**src/rtl/core/cdsb_pkg.sv**
```systemverilog
// Package with the shared constants, types and state codes of the search-bounds block.
package cdsb_pkg;

	localparam int MAX_WIDTH  = 512;
	localparam int MAX_HEIGHT = 512;
	localparam int DEPTH      = MAX_WIDTH * MAX_HEIGHT;
	localparam int ADDR_W     = $clog2(DEPTH);
	localparam int WSZ_W      = $clog2(MAX_WIDTH + 1);
	localparam int HSZ_W      = $clog2(MAX_HEIGHT + 1);
	localparam int POS_W      = 9;
	localparam int CFG_IDX_W  = 2;
	localparam int CFG_DATA_W = 32;
	localparam int LIM_W      = 31;
	localparam int DIV_STEPS  = 41;
	localparam int DIV_CNT_W  = $clog2(DIV_STEPS);

	localparam logic [CFG_IDX_W-1:0] REG_FRAME_WIDTH  = 2'd0;
	localparam logic [CFG_IDX_W-1:0] REG_FRAME_HEIGHT = 2'd1;
	localparam logic [CFG_IDX_W-1:0] REG_LIMIT_SINGLE = 2'd2;
	localparam logic [CFG_IDX_W-1:0] REG_LIMIT_MULTI  = 2'd3;

	localparam logic KIND_LOAD    = 1'b0;
	localparam logic KIND_COMPUTE = 1'b1;

	typedef enum logic [2:0] {
		ST_IDLE,
		ST_SELF,
		ST_UP_CHK,
		ST_UP_CMP,
		ST_DN_CHK,
		ST_DN_CMP,
		ST_WAIT
	} state_t;

	typedef struct packed {
		logic        done;
		logic        zero;
		logic [31:0] value;
	} recip_t;

endpackage

```
**src/rtl/core/cdsb_recip.sv**
```systemverilog
// Bit-serial restoring divider that forms the saturated reciprocal of the pixel width.
module cdsb_recip (
	input  logic             clk,
	input  logic             arst_n,
	input  logic             start,
	input  logic [31:0]      divisor,
	output cdsb_pkg::recip_t res
);
	import cdsb_pkg::*;

	logic                 busy_q;
	logic                 done_q;
	logic                 sat_q;
	logic                 zero_q;
	logic [DIV_CNT_W-1:0] cnt_q;
	logic [31:0]          div_q;
	logic [31:0]          rem_q;
	logic [31:0]          quo_q;
	logic [32:0]          trial;
	logic                 fits;

	assign trial = {rem_q, cnt_q == DIV_CNT_W'(DIV_STEPS - 1)};
	assign fits  = trial >= {1'b0, div_q};

	always_ff @(posedge clk or negedge arst_n) begin
		if (!arst_n) begin
			busy_q <= 1'b0;
			done_q <= 1'b0;
			cnt_q  <= '0;
		end else if (start) begin
			busy_q <= 1'b1;
			done_q <= 1'b0;
			cnt_q  <= DIV_CNT_W'(DIV_STEPS - 1);
		end else if (busy_q) begin
			cnt_q <= cnt_q - 1'b1;
			if (cnt_q == '0) begin
				busy_q <= 1'b0;
				done_q <= 1'b1;
			end
		end
	end

	always_ff @(posedge clk) begin
		if (start) begin
			div_q  <= divisor;
			rem_q  <= '0;
			quo_q  <= '0;
			sat_q  <= divisor <= 32'd256;
			zero_q <= divisor == '0;
		end else if (busy_q) begin
			rem_q <= fits ? 32'(trial - {1'b0, div_q}) : trial[31:0];
			quo_q <= {quo_q[30:0], fits};
		end
	end

	assign res.done  = done_q;
	assign res.zero  = zero_q;
	assign res.value = sat_q ? 32'hFFFF_FFFF : quo_q;

`ifndef SYNTH
	a_done_not_busy: assert property (@(posedge clk) disable iff (!arst_n)
		!(busy_q && done_q)) else $error("divider busy and done together");
	a_start_clears: assert property (@(posedge clk) disable iff (!arst_n)
		start |=> busy_q && !done_q) else $error("divider did not start");
	a_finish: assert property (@(posedge clk) disable iff (!arst_n)
		busy_q && cnt_q == '0 && !start |=> done_q) else $error("divider did not finish");
`endif
endmodule

```
**config.mk**
```make
export PLATFORM = sky130hd
export DESIGN_NAME = cdsb_recip
export DESIGN_NICKNAME = d
export VERILOG_FILES = /design/src/rtl/core/cdsb_pkg.sv /design/src/rtl/core/cdsb_recip.sv
export SDC_FILE = /design/constraint.sdc
export NUM_CORES = 1
export LEC_CHECK = 0
export BUFFER_PORTS_ARGS = -buffer_cell sky130_fd_sc_hd__buf_2
export CAP_MARGIN = 20
export CELL_PAD_IN_SITES_DETAIL_PLACEMENT = 0
export CELL_PAD_IN_SITES_GLOBAL_PLACEMENT = 1
export CORE_UTILIZATION = 49
export DETAILED_ROUTE_END_ITERATION = 12
export GPL_ROUTABILITY_DRIVEN = 1
export GPL_TIMING_DRIVEN = 0
export PLACE_DENSITY_LB_ADDON = 0.08
export SLEW_MARGIN = 20
export SYNTH_ARGS = -nofsm -noshare
export SYNTH_HDL_FRONTEND = slang
export SYNTH_SLANG_ARGS = --single-unit
```
**constraint.sdc**
```tcl
create_clock -name clk -period 4.7 [get_ports clk]
set_input_delay 0 -clock clk [delete_from_list [all_inputs] [get_ports clk]]
set_output_delay 0 -clock clk [all_outputs]
set_load 0.005 [all_outputs]
```
==> flow_summary.yaml <==
synthesis:
  synth_area_leaders: "dfxtp_1 21%, edfxtp_1 16%, ha_1 6.7%"
  yosysTopAreaCell: "dfxtp_1"
  synthArstFlopShare_pct: 7.55
  yosys-top-cells-count: "96 x nor2_1, 64 x dfxtp_1, 62 x a21oi_1, 46 x inv_1, 40 x mux2i_1"
  synth_top_area_share_pct: 20.6
  yosysMostFrequentCell: "nor2_1"
  ys_types: 60
  ys_warn_count: 0
  syn_nets: 765
  syn-cell-area_mm2: 0.00620
  yosys_register_bits: 106
  synth_edf_count: 34
  seq_area_frac_synth_pct: 40.3
  synth_ff_type: "dfxtp_1"
  postSynthAreaPerCell_um2: 8.91
  synthCells: 696
floorplanning:
  start_util_pct: 51.0
  fp.dieArea_mm2: 0.0131
  ios: 69
  die_h_um: 115
  rows: 40
  die_w_um: 115
  fp.coreArea_mm2: 0.0122
sta:
  relSlewSlack_pct: 43.2
  hold_viol_final: 0
  fin_crit_ns: 4.00
  slew_violations: 0
  tightest_slew_ns: 0.852
  setup_viol: 0
  max_freq_mhz: 250
  skew_ns: 0.00683
  fin_crit_sh_pct: 85.0
  tns_ns: 0
  setup_slack_ns: 0.704
  rsz0062_at_grt: "false"
drt:
  drt_first_pass_iters: 5
  dr_wl_met3_um: 605
  wire_per_inst_um: 15.7
  route.detailed.drc: 0
  wl_um: 15500
  wl_met1_um: 7490
  vias: 5343
  top_layer: "met4"
  vias_per_cell: 5.44
  ant_nets: 0
  wl_met2_um: 7090
  drt-initial-drc-count: 376
clock_tree:
  path_clk_slew_ns: 0.08
  cts_resized: 0
  clkLatencyLatePin_ns: 0.36
  clk_path_buf_depth: 2
  clock-sinks: 106
  cts_tree: "built"
  cts_made_buffers: 9
  cts_root_buf: "clkbuf_16"
  htree_levels: 3
flow_run:
  drv_cap: 0
hold_path:
  worstHoldStart: "start"
  hold_class: "in2reg"
placement:
  dp_slack_ns: 0.734
  dpl.hpwl_um: 11300
  globalplace.congestion: 0.878
  dp_cells: 932
  port_buffers: 68
run_status:
  outcome: "complete, no violations"
finish:
  area_growth_pct: 19.5
  nets: 878
  fin_util_pct: 61.0
  diodes: 0
  layout-drive-gt1-share_pct: 17.6
  fin_cells: 982
grt:
  track_usage_pct: 24.7
  antenna_found_initial: 0
  grt_pass1_wl_um: 25000
  first_global_vias: 5037
  grt.overflow.total: 0
  grt_max_degree: 36
critical_path:
  crit_fanout: 5
  critPathLaunchType: "flop"
  cp-end-kind: "flop"
  worstPathRequired_ns: 4.92
  cp-startpoint: "cnt_q[0]"
  regToRegStartpoint: "cnt_q[0]"
  crit_type: "reg2reg"
  cp.arrival_ns: 4.22
power_and_ir_drop:
  total_power_mw: 2.17
  ir_drop_mv: 0.265
  leakage_nw: 3.48
  p_per_area_mw_per_mm2: 293
## state kept, by name, indices dropped and copies added, names as in the netlist
register and flops:
sat_q 1, quo_q 32, rem_q 32, div_q 32, done_q 1, cnt_q 6, busy_q 1, zero_q 1
## final timing paths
kind,to,slack (ns),cells past startpoint
max,rem_q[24],0.70,16
min,zero_q,0.30,1
max reg2reg,rem_q[24],0.70,16
min reg2reg,rem_q[25],0.50,2
max in group asynchronous,cnt_q[0],3.80,3
min in group asynchronous,cnt_q[3],0.63,3
## cell usage in the layout (no fill, tap or decap), types with 32 or more instances in the layout
cell / netlist / routed
nor2_1: 96 / 96
buf_2: 11 / 79
dfxtp_1: 64 / 64
a21oi_1: 62 / 62
inv_1: 46 / 46
mux2i_1: 40 / 40
edfxtp_1: 34 / 34
dlygate4sd3_1: 0 / 34
ha_1: 33 / 33
or2_2: 32 / 32
## area by class of cell
cell class                      count  area, um^2
Fill cell                        1115        4750
Tap cell                          168         210
Inverter                           46         173
Clock buffer                        9         225
Clock inverter                      7        95.1
Sequential cell                   106        2500
Buffer                             49         216
Timing Repair Buffer              102         681
Multi-Input combinational cell    495        3310
## per-stage QoR
stage                     cell area, um^2  hold WS [ns]
after detailed placement             6760        -0.151
after CTS                            7420         0.310
after floorplan                      6200        -0.296
after global routing                 7420         0.339
after global placement               6760        -0.154
final                                7420         0.300
## routing by layer
| layer | up-vias | track usage [%] |
|---|---|---|
| li1 | 2670 | - |
| met1 | 2563 | 33.2 |
| met2 | 93 | 39.9 |
| met3 | 17 | 5.35 |
| met4 | 0 | 7.10 |
| met5 | - | 0 |
## power breakdown
group          internal, mW  total [mW]  switching [mW]  leakage, nW
sequential            0.987        1.01          0.0232        0.942
combinational         0.152       0.347           0.195         2.38
clock                 0.431       0.815           0.385        0.157
## worst max-delay path, cell delays in order, from the launching register on
cell and delay [ns]:
dfrtp_1 0.39, inv_1 0.06, ha_1 0.20, nor2b_1 0.17
nand4b_1 0.16, ha_1 0.20, inv_1 0.06, fa_1 0.41
a211oi_1 0.33, o21ai_0 0.22, a21boi_0 0.69, o221ai_1 0.24
a21oi_1 0.28, xor2_1 0.18, nor2_1 0.05, a21oi_1 0.12
a211oi_1 0.08
## what timing repair did
item	4_1_cts	5_1_grt
hold endpoints to repair	42	0
setup buffers	0	0
hold buffers	34	0
## cells by family after synthesis
kind of cell	count (synthesis)	share of synthesized area, %
XOR/XNOR	32	4.52
buffers and inverters	95	6.27
adder cells (fa/ha/maj)	34	6.98
multiplexers	43	7.00
flip-flops	106	40.3
AND/OR/NAND/NOR	213	16.6
AO/OA/AOI/OAI	173	18.3
No activity file was read; power rests on OpenSTA's default activity.
